`config.mk`:
```
export PLATFORM = sky130hd
export DESIGN_NAME = http_request_line_parser
export DESIGN_NICKNAME = d
export VERILOG_FILES = /design/src/design/hrlp_pkg.sv /design/src/design/hrlp_core.sv /design/src/design/http_request_line_parser.sv
export VERILOG_INCLUDE_DIRS = /design/src /design/src/design
export SDC_FILE = /design/constraint.sdc
export NUM_CORES = 1
export LEC_CHECK = 0
export ABC_CLOCK_PERIOD_IN_PS = 6520
export BUFFER_PORTS_ARGS = -buffer_cell sky130_fd_sc_hd__buf_2
export CORE_ASPECT_RATIO = 2
export CORE_MARGIN = 4
export CORE_UTILIZATION = 63
export DETAILED_ROUTE_END_ITERATION = 8
export PLACE_DENSITY = 0.93
export SETUP_SLACK_MARGIN = 0.02
export SLEW_MARGIN = 15
export SYNTH_ARGS = -nofsm -noshare
export SYNTH_HDL_FRONTEND = slang
export SYNTH_SLANG_ARGS = --single-unit
```
`constraint.sdc`:
```
create_clock -name aclk -period 6.52 [get_ports aclk]
set_input_delay 0.652 -clock aclk [delete_from_list [all_inputs] [get_ports aclk]]
set_output_delay 0.652 -clock aclk [all_outputs]
set_load 0.03 [all_outputs]
```
`src/design/http_request_line_parser_defines.svh`:
```
// Assertion macros for the request-line parser RTL.
`ifndef HTTP_REQUEST_LINE_PARSER_DEFINES_SVH
`define HTTP_REQUEST_LINE_PARSER_DEFINES_SVH

`ifndef SYNTHESIS
// Check prop at each rising clk edge, skipped while rstn is low.
`define HRLP_ASSERT(lbl, clk, rstn, prop) \
    lbl: assert property (@(posedge clk) disable iff (!rstn) prop) \
        else $error("hrlp assertion failed");
// Check prop at each rising clk edge, reset included.
`define HRLP_ASSERT_ALWAYS(lbl, clk, prop) \
    lbl: assert property (@(posedge clk) prop) \
        else $error("hrlp assertion failed");
`else
`define HRLP_ASSERT(lbl, clk, rstn, prop)
`define HRLP_ASSERT_ALWAYS(lbl, clk, prop)
`endif

`endif

```
`src/design/hrlp_pkg.sv`:
```
// Types, codes and character tables of the HTTP request-line parser.
package hrlp_pkg;

    localparam int BUF_LEN  = 1024;
    localparam int OFF_W    = 10;     // width of reported offsets
    localparam int LEN_W    = 11;     // width of lengths and the byte counter
    localparam int OUT_DATA_W = 88;   // 81 result bits padded to whole bytes
    localparam int OUT_PAD_W  = 7;

    localparam logic [LEN_W-1:0] BUF_LEN_C = LEN_W'(BUF_LEN);

    // candidate bit positions
    localparam int CAND_GET  = 0;
    localparam int CAND_POST = 1;
    localparam int CAND_HEAD = 2;
    localparam int CAND_ECHO = 3;

    localparam logic [7:0] CH_SPACE = 8'h20;
    localparam logic [7:0] CH_QMARK = 8'h3F;
    localparam logic [7:0] CH_TILDE = 8'h7E;
    localparam logic [7:0] CH_DOT   = 8'h2E;
    localparam logic [7:0] CH_CR    = 8'h0D;
    localparam logic [7:0] CH_LF    = 8'h0A;

    typedef enum logic [4:0] {
        PH_METHOD  = 5'b00001,
        PH_PATH    = 5'b00010,
        PH_VPREFIX = 5'b00100,
        PH_VBODY   = 5'b01000,
        PH_DONE    = 5'b10000
    } phase_t;

    typedef enum logic [1:0] {
        METH_NONE = 2'd0,
        METH_GET  = 2'd1,
        METH_POST = 2'd2,
        METH_HEAD = 2'd3
    } method_t;

    typedef enum logic [2:0] {
        CLS_ECHO      = 3'd0,
        CLS_NOT_FOUND = 3'd1,
        CLS_BAD_REQ   = 3'd2,
        CLS_FILE      = 3'd3,
        CLS_PAGE      = 3'd4
    } route_t;

    typedef struct packed {
        logic [LEN_W-1:0] request_length;
        logic [LEN_W-1:0] version_length;
        logic [OFF_W-1:0] version_start;
        logic             version_present;
        logic [LEN_W-1:0] params_length;
        logic [OFF_W-1:0] params_start;
        logic             params_present;
        logic [LEN_W-1:0] path_length;
        logic [OFF_W-1:0] path_start;
        method_t          method_code;
        route_t           route_class;
    } result_t;

    // "GET /echo "
    function automatic logic [7:0] echo_char(input logic [3:0] idx);
        logic [7:0] c;
        case (idx)
            4'd0: c = 8'h47;
            4'd1: c = 8'h45;
            4'd2: c = 8'h54;
            4'd3: c = 8'h20;
            4'd4: c = 8'h2F;
            4'd5: c = 8'h65;
            4'd6: c = 8'h63;
            4'd7: c = 8'h68;
            4'd8: c = 8'h6F;
            4'd9: c = 8'h20;
            default: c = 8'h00;
        endcase
        return c;
    endfunction

    // "GET "
    function automatic logic [7:0] get_char(input logic [2:0] idx);
        logic [7:0] c;
        case (idx)
            3'd0: c = 8'h47;
            3'd1: c = 8'h45;
            3'd2: c = 8'h54;
            3'd3: c = 8'h20;
            default: c = 8'h00;
        endcase
        return c;
    endfunction

    // "POST "
    function automatic logic [7:0] post_char(input logic [2:0] idx);
        logic [7:0] c;
        case (idx)
            3'd0: c = 8'h50;
            3'd1: c = 8'h4F;
            3'd2: c = 8'h53;
            3'd3: c = 8'h54;
            3'd4: c = 8'h20;
            default: c = 8'h00;
        endcase
        return c;
    endfunction

    // "HEAD "
    function automatic logic [7:0] head_char(input logic [2:0] idx);
        logic [7:0] c;
        case (idx)
            3'd0: c = 8'h48;
            3'd1: c = 8'h45;
            3'd2: c = 8'h41;
            3'd3: c = 8'h44;
            3'd4: c = 8'h20;
            default: c = 8'h00;
        endcase
        return c;
    endfunction

    // "HTTP"
    function automatic logic [7:0] http_char(input logic [1:0] idx);
        logic [7:0] c;
        case (idx)
            2'd0: c = 8'h48;
            2'd1: c = 8'h54;
            2'd2: c = 8'h54;
            2'd3: c = 8'h50;
            default: c = 8'h00;
        endcase
        return c;
    endfunction

endpackage

```
`src/design/hrlp_core.sv`:
```
// Per-byte parse state of the request line and the result it yields.
module hrlp_core (
    input  logic                 aclk,
    input  logic                 aresetn,
    input  logic                 byte_accept,
    input  logic [7:0]           req_byte,
    input  logic                 last_byte,
    output hrlp_pkg::result_t    result
);

    localparam int LW = hrlp_pkg::LEN_W;
    localparam int OW = hrlp_pkg::OFF_W;

    logic [LW-1:0]        pos_reg, pos_next, u_pos;
    hrlp_pkg::phase_t     phase_reg, phase_next, u_phase;
    logic [3:0]           cand_reg, cand_next, u_cand;
    hrlp_pkg::method_t    method_reg, method_next, u_method;
    logic [OW-1:0]        pbegin_reg, pbegin_next, u_pbegin;
    logic [LW-1:0]        pcount_reg, pcount_next, u_pcount;
    logic [LW-1:0]        qoff_reg, qoff_next, u_qoff;
    logic                 qseen_reg, qseen_next, u_qseen;
    logic                 tilde_reg, tilde_next, u_tilde;
    logic                 dot_reg, dot_next, u_dot;
    logic                 haspath_reg, haspath_next, u_haspath;
    logic [LW-1:0]        vbegin_reg, vbegin_next, u_vbegin;
    logic [LW-1:0]        vcount_reg, vcount_next, u_vcount;
    logic                 vfound_reg, vfound_next, u_vfound;

    logic                 consume;
    logic [LW-1:0]        vk;

    assign consume = byte_accept && (pos_reg < hrlp_pkg::BUF_LEN_C);
    assign vk      = pos_reg - vbegin_reg;

    // state after this byte
    always_comb begin
        u_pos     = pos_reg;
        u_phase   = phase_reg;
        u_cand    = cand_reg;
        u_method  = method_reg;
        u_pbegin  = pbegin_reg;
        u_pcount  = pcount_reg;
        u_qoff    = qoff_reg;
        u_qseen   = qseen_reg;
        u_tilde   = tilde_reg;
        u_dot     = dot_reg;
        u_haspath = haspath_reg;
        u_vbegin  = vbegin_reg;
        u_vcount  = vcount_reg;
        u_vfound  = vfound_reg;
        if (consume) begin
            u_pos = pos_reg + LW'(1);
            if (pos_reg < LW'(10) && req_byte != hrlp_pkg::echo_char(pos_reg[3:0])) begin
                u_cand[hrlp_pkg::CAND_ECHO] = 1'b0;
            end
            case (phase_reg)
                hrlp_pkg::PH_METHOD: begin
                    if (pos_reg < LW'(4) && req_byte != hrlp_pkg::get_char(pos_reg[2:0])) begin
                        u_cand[hrlp_pkg::CAND_GET] = 1'b0;
                    end
                    if (pos_reg < LW'(5) && req_byte != hrlp_pkg::post_char(pos_reg[2:0])) begin
                        u_cand[hrlp_pkg::CAND_POST] = 1'b0;
                    end
                    if (pos_reg < LW'(5) && req_byte != hrlp_pkg::head_char(pos_reg[2:0])) begin
                        u_cand[hrlp_pkg::CAND_HEAD] = 1'b0;
                    end
                    if (pos_reg == LW'(3) && u_cand[hrlp_pkg::CAND_GET]) begin
                        u_method = hrlp_pkg::METH_GET;
                        u_phase  = hrlp_pkg::PH_PATH;
                        u_pbegin = OW'(4);
                    end else if (pos_reg >= LW'(4)) begin
                        if (u_cand[hrlp_pkg::CAND_POST]) begin
                            u_method = hrlp_pkg::METH_POST;
                        end else if (u_cand[hrlp_pkg::CAND_HEAD]) begin
                            u_method = hrlp_pkg::METH_HEAD;
                        end
                        if (u_method != hrlp_pkg::METH_NONE) begin
                            u_phase  = hrlp_pkg::PH_PATH;
                            u_pbegin = OW'(5);
                        end else begin
                            u_phase = hrlp_pkg::PH_DONE;
                        end
                    end
                end
                hrlp_pkg::PH_PATH: begin
                    if (req_byte == hrlp_pkg::CH_SPACE) begin
                        if (!qseen_reg) begin
                            u_pcount = pos_reg - {1'b0, pbegin_reg};
                        end
                        u_haspath = 1'b1;
                        u_vbegin  = pos_reg + LW'(1);
                        u_phase   = hrlp_pkg::PH_VPREFIX;
                    end else if (!qseen_reg) begin
                        if (req_byte == hrlp_pkg::CH_QMARK) begin
                            u_qseen  = 1'b1;
                            u_qoff   = pos_reg + LW'(1);
                            u_pcount = pos_reg - {1'b0, pbegin_reg};
                        end else if (req_byte == hrlp_pkg::CH_TILDE) begin
                            u_tilde = 1'b1;
                        end else if (req_byte == hrlp_pkg::CH_DOT) begin
                            u_dot = 1'b1;
                        end
                    end
                end
                hrlp_pkg::PH_VPREFIX: begin
                    if (vk > LW'(3) || req_byte != hrlp_pkg::http_char(vk[1:0])) begin
                        u_phase = hrlp_pkg::PH_DONE;
                    end else if (vk == LW'(3)) begin
                        u_phase = hrlp_pkg::PH_VBODY;
                    end
                end
                hrlp_pkg::PH_VBODY: begin
                    if (req_byte == hrlp_pkg::CH_CR || req_byte == hrlp_pkg::CH_LF) begin
                        u_vfound = 1'b1;
                        u_vcount = vk;
                        u_phase  = hrlp_pkg::PH_DONE;
                    end
                end
                default: begin
                end
            endcase
        end
    end

    // result built from the state after the final byte
    always_comb begin
        if (u_pos >= LW'(10) && u_cand[hrlp_pkg::CAND_ECHO]) begin
            result.route_class = hrlp_pkg::CLS_ECHO;
        end else if (!u_haspath) begin
            result.route_class = hrlp_pkg::CLS_NOT_FOUND;
        end else if (u_tilde) begin
            result.route_class = hrlp_pkg::CLS_BAD_REQ;
        end else if (u_dot) begin
            result.route_class = hrlp_pkg::CLS_FILE;
        end else begin
            result.route_class = hrlp_pkg::CLS_PAGE;
        end
        result.method_code     = u_method;
        result.path_start      = u_haspath ? u_pbegin : '0;
        result.path_length     = u_haspath ? u_pcount : '0;
        result.params_present  = u_haspath && u_qseen;
        result.params_start    = (u_haspath && u_qseen) ? u_qoff[OW-1:0] : '0;
        result.params_length   = (u_haspath && u_qseen) ?
                                 (u_vbegin - LW'(1) - u_qoff) : '0;
        result.version_present = u_vfound;
        result.version_start   = u_vfound ? u_vbegin[OW-1:0] : '0;
        result.version_length  = u_vfound ? u_vcount : '0;
        result.request_length  = u_pos;
    end

    // start over after the final byte
    always_comb begin
        if (byte_accept && last_byte) begin
            pos_next     = '0;
            phase_next   = hrlp_pkg::PH_METHOD;
            cand_next    = 4'b1111;
            method_next  = hrlp_pkg::METH_NONE;
            pbegin_next  = '0;
            pcount_next  = '0;
            qoff_next    = '0;
            qseen_next   = 1'b0;
            tilde_next   = 1'b0;
            dot_next     = 1'b0;
            haspath_next = 1'b0;
            vbegin_next  = '0;
            vcount_next  = '0;
            vfound_next  = 1'b0;
        end else begin
            pos_next     = u_pos;
            phase_next   = u_phase;
            cand_next    = u_cand;
            method_next  = u_method;
            pbegin_next  = u_pbegin;
            pcount_next  = u_pcount;
            qoff_next    = u_qoff;
            qseen_next   = u_qseen;
            tilde_next   = u_tilde;
            dot_next     = u_dot;
            haspath_next = u_haspath;
            vbegin_next  = u_vbegin;
            vcount_next  = u_vcount;
            vfound_next  = u_vfound;
        end
    end

    always_ff @(posedge aclk) begin
        if (!aresetn) begin
            pos_reg     <= '0;
            phase_reg   <= hrlp_pkg::PH_METHOD;
            cand_reg    <= 4'b1111;
            method_reg  <= hrlp_pkg::METH_NONE;
            pbegin_reg  <= '0;
            pcount_reg  <= '0;
            qoff_reg    <= '0;
            qseen_reg   <= 1'b0;
            tilde_reg   <= 1'b0;
            dot_reg     <= 1'b0;
            haspath_reg <= 1'b0;
            vbegin_reg  <= '0;
            vcount_reg  <= '0;
            vfound_reg  <= 1'b0;
        end else begin
            pos_reg     <= pos_next;
            phase_reg   <= phase_next;
            cand_reg    <= cand_next;
            method_reg  <= method_next;
            pbegin_reg  <= pbegin_next;
            pcount_reg  <= pcount_next;
            qoff_reg    <= qoff_next;
            qseen_reg   <= qseen_next;
            tilde_reg   <= tilde_next;
            dot_reg     <= dot_next;
            haspath_reg <= haspath_next;
            vbegin_reg  <= vbegin_next;
            vcount_reg  <= vcount_next;
            vfound_reg  <= vfound_next;
        end
    end

endmodule

```
`src/design/http_request_line_parser.sv`:
```
// Latency: a result word appears on m_ the cycle after the word marked s_tlast is taken.
// Throughput: one request byte per cycle; s_tready drops only while a result word waits
// and m_tready is low, so the output register sets the pace.
// Each byte is parsed by one level of compares and counter updates into the parse state.
// Reset (aresetn low, synchronous) empties the output and returns the parser to
// method matching; no clearing pass is needed.
module http_request_line_parser (
    input  logic        aclk,
    input  logic        aresetn,
    input  logic        s_tvalid,
    output logic        s_tready,
    input  logic [7:0]  s_tdata,   // [7:0] req_byte
    input  logic        s_tlast,   // last_byte
    output logic        m_tvalid,
    input  logic        m_tready,
    // [2:0] route_class, [4:3] method_code, [14:5] path_start, [25:15] path_length,
    // [26] params_present, [36:27] params_start, [47:37] params_length,
    // [48] version_present, [58:49] version_start, [69:59] version_length,
    // [80:70] request_length, [87:81] zero
    output logic [hrlp_pkg::OUT_DATA_W-1:0] m_tdata
);

`include "http_request_line_parser_defines.svh"

    logic               s_accept;
    hrlp_pkg::result_t  core_result;
    hrlp_pkg::result_t  out_reg;
    logic               m_valid_reg, m_valid_next;

    // take a new byte whenever the output register is free or being drained
    assign s_tready = !m_valid_reg || m_tready;
    assign s_accept = s_tvalid && s_tready;

    hrlp_core u_core (
        .aclk        (aclk),
        .aresetn     (aresetn),
        .byte_accept (s_accept),
        .req_byte    (s_tdata),
        .last_byte   (s_tlast),
        .result      (core_result)
    );

    // load a result on the final byte, drop the valid flag once taken
    always_comb begin
        m_valid_next = m_valid_reg;
        if (s_accept && s_tlast) begin
            m_valid_next = 1'b1;
        end else if (m_tready) begin
            m_valid_next = 1'b0;
        end
    end

    always_ff @(posedge aclk) begin
        if (!aresetn) begin
            m_valid_reg <= 1'b0;
        end else begin
            m_valid_reg <= m_valid_next;
        end
    end

    // hold the payload until the next result replaces it
    always_ff @(posedge aclk) begin
        if (s_accept && s_tlast) begin
            out_reg <= core_result;
        end
    end

    assign m_tvalid = m_valid_reg;
    assign m_tdata  = {
        {hrlp_pkg::OUT_PAD_W{1'b0}},
        out_reg.request_length,
        out_reg.version_length,
        out_reg.version_start,
        out_reg.version_present,
        out_reg.params_length,
        out_reg.params_start,
        out_reg.params_present,
        out_reg.path_length,
        out_reg.path_start,
        out_reg.method_code,
        out_reg.route_class
    };

    `HRLP_ASSERT_ALWAYS(a_reset_empties_output, aclk, !aresetn |=> !m_valid_reg)
    `HRLP_ASSERT(a_ready_when_empty, aclk, aresetn, !m_valid_reg |-> s_tready)
    `HRLP_ASSERT(a_valid_from_last, aclk, aresetn,
        $rose(m_valid_reg) |-> $past(s_tvalid && s_tready && s_tlast))
    `HRLP_ASSERT(a_class_in_range, aclk, aresetn,
        m_valid_reg |-> (out_reg.route_class == hrlp_pkg::CLS_ECHO ||
                         out_reg.route_class == hrlp_pkg::CLS_NOT_FOUND ||
                         out_reg.route_class == hrlp_pkg::CLS_BAD_REQ ||
                         out_reg.route_class == hrlp_pkg::CLS_FILE ||
                         out_reg.route_class == hrlp_pkg::CLS_PAGE))
    `HRLP_ASSERT(a_length_nonzero, aclk, aresetn,
        m_valid_reg |-> (out_reg.request_length != '0))

endmodule
```
## After elaboration in Yosys (flattened, before gate mapping)

Memories as Yosys holds them, arrays and structs flattened. A register that Yosys moved wholly into a read port is not among the register bits.
Index checks and enable logic that the tools add are counted.

| cells by class | value |
|---|---|
| add/subtract/negate cells | 5 |
| $lt $le $gt $ge | 7 |
| equality and inequality tests | 28 |
| mux-type cells | 96 |
| bitwise gates (word level) | 2 |
| reductions and logical operators | 25 |

Operator list:

| cell | count |
|---|---|
| 11-bit 2-to-1 mux | 18 |
| 8-bit 2-to-1 mux | 9 |
| 7-bit one-hot mux with 5 select lines | 2 |
| 10-bit 2-to-1 mux | 5 |
| 8-bit != test | 5 |
| 1-bit 2-to-1 mux | 37 |
| 5-bit 2-to-1 mux | 7 |
| 7-bit one-hot mux with 4 select lines | 1 |
| 8-bit by 6-bit equality test with 1-bit output, second input constant | 3 |
| 8-bit one-hot mux with 3 select lines | 1 |
| 11-bit by 2-bit equality test with 1-bit output, second input constant | 2 |
| 11-bit by 3-bit < comparator with 1-bit output, second input constant | 2 |
| 2-bit 2-to-1 mux | 11 |
| 11-bit subtractor | 2 |
| 5-bit one-hot mux with 4 select lines | 1 |
| 8-bit by 4-bit equality test with 1-bit output, second input constant | 2 |
| 11-bit by 1-bit adder with 11-bit output, second input constant | 1 |
| 11-bit by 3-bit greater-or-equal comparator with 1-bit output, second input constant | 1 |
| 11-bit by 4-bit greater-or-equal comparator with 1-bit output, second input constant | 1 |
| 11-bit by 2-bit > comparator with 1-bit output, second input constant | 1 |
| 11-bit < comparator, second input constant | 1 |
| 11-bit by 4-bit < comparator with 1-bit output, second input constant | 1 |
| 11-bit by 1-bit subtractor with 11-bit output, second input constant | 1 |
| 11-bit by 10-bit subtractor with 11-bit output | 1 |
| other kinds (26) | 47 |

| word-level totals | value |
|---|---|
| bits in registers | 163 |
| memory bits (read-only) | 112 |
| bits of input ports | 13 |
| word-level logic and storage cells | 193 |
| memories kept | 1 |

Memory list:

| name | words | width | read ports | clocked after memory_dff | wr ports | RTL line | RTL |
|---|---|---|---|---|---|---|---|
| (name not given) | 16 | 7 | 1 | 1 | 0 | hrlp_pkg.sv:65 | `case (idx)` |

## Depth between registers and ports, before layout

| logic depth | value |
|---|---|
| depth after elaboration | 22 |
| mapped depth | 19 |

## Hierarchy

From an unflattened synthesis, not the netlist that was laid out.

| unflattened totals | value |
|---|---|
| cell total of the unflattened synthesis | 936 |
| area, all modules | 8926.1 µm² |

By module, submodules not included:

| module | times used | cells an instance | area an instance (µm²) | sequential area each (µm²) |
|---|---|---|---|---|
| hrlp_core | 1 | 841 | 6366.1 | 1761.7 |
| http_request_line_parser | 1 | 95 | 2560.0 | 2452.4 |

## Worst setup path before layout

Ideal clock, no wire load.

| timing path | value |
|---|---|
| kind | in2reg |
| from | in s_tdata[2] |
| to | reg out_reg, in the netlist m_tdata[47], data pin |
| arrival | 3.706 ns |
| slack | 2.548 ns |
| cell stages on the path | 17 |
| buffers on the path | 2 |
| cells stage by stage | clkbuf_1 > inv_1 > nor4_1 > and4b_1 > buf_2 > mux2i_1 > ha_1 > inv_1 > fa_1 > nor2b_1 > o21ai_0 > a21boi_0 > o21ai_0 > a21oi_1 > a31oi_1 > xnor2_1 > nor2_1 |

| between the ends | value |
|---|---|
| cells in the longest elaborated chain, start to end | 7 |

Ends and longest elaborated chain:

| item | RTL line | RTL |
|---|---|---|
| start, declared | http_request_line_parser.sv:12 | `input logic [7:0] s_tdata,` |
| branches (longest 7 deep; another with 11-bit by 1-bit subtractor with 11-bit output) | -- |  |
| end signal, assigned | http_request_line_parser.sv:64 | `out_reg <= core_result;` |
| end, declared | http_request_line_parser.sv:27 | `hrlp_pkg::result_t out_reg;` |

Parallel ways; which one is timed is not known.
A chain may end at the register's enable or synchronous reset.

## Worst setup path after layout

| timing path | value |
|---|---|
| from | in s_tdata[7] |
| to | reg out_reg, in the netlist m_tdata[47], data pin |

Same word-level chain as after synthesis.

==> results.sh <==
export IMPL_cp_start_kind="primary input"
export IMPL_cts_setup_buffers=0
export IMPL_max_clock_freq_mhz=223
export IMPL_fillers=1002
export IMPL_final_common_cell="nor2_1"
export IMPL_io_pins=103
export IMPL_synth_ff_type="dfxtp_1"
export IMPL_power_mw=2.30
export IMPL_required_ps=6680
export IMPL_fin_setup_tns_ps=0
export IMPL_ys_types=75
export IMPL_grt_max_degree=73
export IMPL_p_per_area_nw_per_um2=230
export IMPL_clk_latency_ps=430
export IMPL_drc=0
export IMPL_htree_levels=4
export IMPL_seqCellArea_um2=4210
export IMPL_hpwl_um=15700
export IMPL_sequentialPowerShare_pct=50.0
export IMPL_final_cell_mix="nor2_1, buf_2, dfxtp_1"
export IMPL_grt_pass1_wl_um=35200
export IMPL_report_final_slew_viol_count=0
export IMPL_finalHoldViolCount=0
export IMPL_diodes=0
export IMPL_synthArstFlopShare_pct=0
export IMPL_ctsResizeCount=0
export IMPL_cts_tree="yes"
export IMPL_max_slew_margin_rel_pct=20.6
export IMPL_grt_overflow=0
export IMPL_yosys_warnings=0
export IMPL_grt_usage_pct=27.5
export IMPL_cp_max_fo=19
export IMPL_cp_data_arrival_time_ps=4640
export IMPL_rrSetupSlack_ps=2070
export IMPL_postCtsHoldBufs=0
export IMPL_viasPerCell=5.95
export IMPL_initial_core_util_pct=64.1
export IMPL_p_leak_nw=4.03
export IMPL_synth_edff_count=81
export IMPL_switchingPower_mw=0.577
export IMPL_die_w_um=92.0
export IMPL_gp_congestion=0.968
export IMPL_largest_reg_flops=81
export IMPL_clk_pin_slew_worst_paths_ps=70
export IMPL_maxCapViolCount=0
export IMPL_grt_antenna_before_repair=0
export IMPL_seq_area_frac_synth_pct=47.4
export IMPL_p_comb_share_pct=7.6
export IMPL_die_h_um=176
export IMPL_period_share_pct=68.7
export IMPL_fp_row_count=61
export IMPL_cts_sinks=170
export IMPL_p_sw_share_pct=25.1
export IMPL_cts_root_buf="clkbuf_16"
export IMPL_syn_to_final_growth_pct=12.2
export IMPL_grt_setup_unrepaired="no"
export IMPL_worstMarginPinSlew_ps=1190
export IMPL_cts_buffer_depth=2
export IMPL_portBuffers=95
export IMPL_drtIter0Drc=490
export IMPL_fin_crit_ps=4480
export IMPL_drt_antenna_violating_nets=0
export IMPL_endpoint_kind="flip-flop"
export IMPL_outcome="finished, final reports clean"
export IMPL_grt_pass1_vias=7186
export IMPL_critPathKind="primary input to flip-flop"
export IMPL_syn_inst=957
export IMPL_core_area_um2=13900
export IMPL_syn_area_per_cell_um2=9.30
export IMPL_synth_seq_cells=170
export IMPL_peakVddDrop_mv=0.203
export IMPL_drtPass1Iterations=5
export IMPL_netlist_area_um2=8900
export IMPL_multi_input_area_um2=4210
export IMPL_p_clk_share_pct=42.5
export IMPL_wl_um=21800
export IMPL_finClkSkew_ps=10.8
export IMPL_hold_class="flip-flop to flip-flop"
export IMPL_die_area_um2=16200
export IMPL_drive_above_1_share_pct=14.9
export IMPL_nets=1084
export IMPL_numCtsBuffers=17
export IMPL_setup_violations=0
export IMPL_dr_total_vias=7312
export IMPL_wl_per_cell_um=17.7
export IMPL_p_int_mw=1.72
-- cell usage after synthesis, drive strengths merged, types with 4 or more instances --
master / instances / area, um2
inv: 66 / 248
nand2: 78 / 293
and2: 13 / 81.3
or4: 4 / 30.0
a21boi: 5 / 37.5
and3: 5 / 31.3
o31ai: 6 / 45.0
a31oi: 13 / 96.3
a21o: 10 / 75.1
mux2i: 17 / 170
nor2b: 15 / 93.8
o21ai: 44 / 220
o22ai: 4 / 25.0
a211oi: 7 / 52.6
ha: 41 / 513
nand3: 23 / 128
nor2: 145 / 544
a21oi: 40 / 208
edfxtp: 81 / 2430
o211ai: 5 / 37.5
xnor2: 35 / 307
buf: 24 / 144
nand4: 9 / 56.3
dfxtp: 89 / 1780
or3: 7 / 43.8
nand2b: 8 / 50.1
nor3b: 6 / 45.0
nor4: 12 / 87.6
nor3: 35 / 180
or2: 8 / 50.1
xor2: 19 / 166
clkbuf: 31 / 116
o21a: 4 / 30.0
-- layer usage --
metal	global-route usage, %	share of wire, %	vias to the layer above
met2	51.0	54	322
met5	0	0	-
li1	-	-	3455
met4	18.1	6.1	0
met3	3.71	5.2	107
met1	28.3	35	3428
-- layout make-up --
cell class | instances | share of cell area [%]
clock buffer | 18 | 4.30
clock inverter | 14 | 1.37
inverter | 66 | 2.49
multi-input combinational | 672 | 42.1
sequential | 170 | 42.2
tap | 189 | 2.37
timing repair buffer | 100 | 5.14
-- final timing paths --
path / startpoint / endpoint / cells past startpoint
max: s_tdata[7] / m_tdata[47]$_SDFFCE_PN0P_ / 16
min: u_core.vcount_reg[8]$_SDFF_PP0_ / u_core.vcount_reg[8]$_SDFF_PP0_ / 2
max reg2reg: u_core.phase_reg[2]$_SDFFE_PP0P_ / m_tdata[47]$_SDFFCE_PN0P_ / 15
min reg2reg: u_core.vcount_reg[8]$_SDFF_PP0_ / u_core.vcount_reg[8]$_SDFF_PP0_ / 2
-- power by group through the flow --
stage / clock [mW] / combinational (mW) / sequential [mW]
finish: 0.975 / 0.173 / 1.15
global route: 1.02 / 0.188 / 1.15
CTS: 0.980 / 0.173 / 1.15
detailed placement: 0 / 0.172 / 1.17
global placement: 0 / 0.169 / 1.17
floorplan: 0 / 0.0940 / 1.21
-- per-stage QoR --
stage	hold slack [ps]	worst slack, ps	utilization, %	instances	area [um2]
detailed placement	452	1730	67.8	1197	9420
global placement	442	1890	67.8	1197	9420
CTS	461	2140	71.9	1229	9980
floorplan	437	2550	-	963	8920
global route	487	1700	71.9	1229	9980
finish	459	2040	71.9	1229	9980
-- worst max-delay path: stages --
cell and delay, ps:
buf_2 150, nand4b_1 210, nor4_1 470, and4b_1 700
mux2i_1 370, ha_1 240, inv_1 70, fa_1 370
nor2b_1 230, o21ai_0 140, a21boi_0 260, o21ai_0 170
a21oi_1 280, a31oi_1 140, xnor2_1 140, nor2_1 50
-- cell families after synthesis --
logic type | count (synthesis) | synth area share (%)
AO/OA/AOI/OAI | 169 | 12.6
XOR/XNOR | 54 | 5.32
flip-flops | 170 | 47.4
multiplexers | 18 | 2.04
AND/OR/NAND/NOR | 380 | 20.5
buffers and inverters | 121 | 5.71
adder cells (fa/ha/maj) | 44 | 6.44
other | 1 | 0.0421
Note: power is estimated with default switching activity, not from simulation.
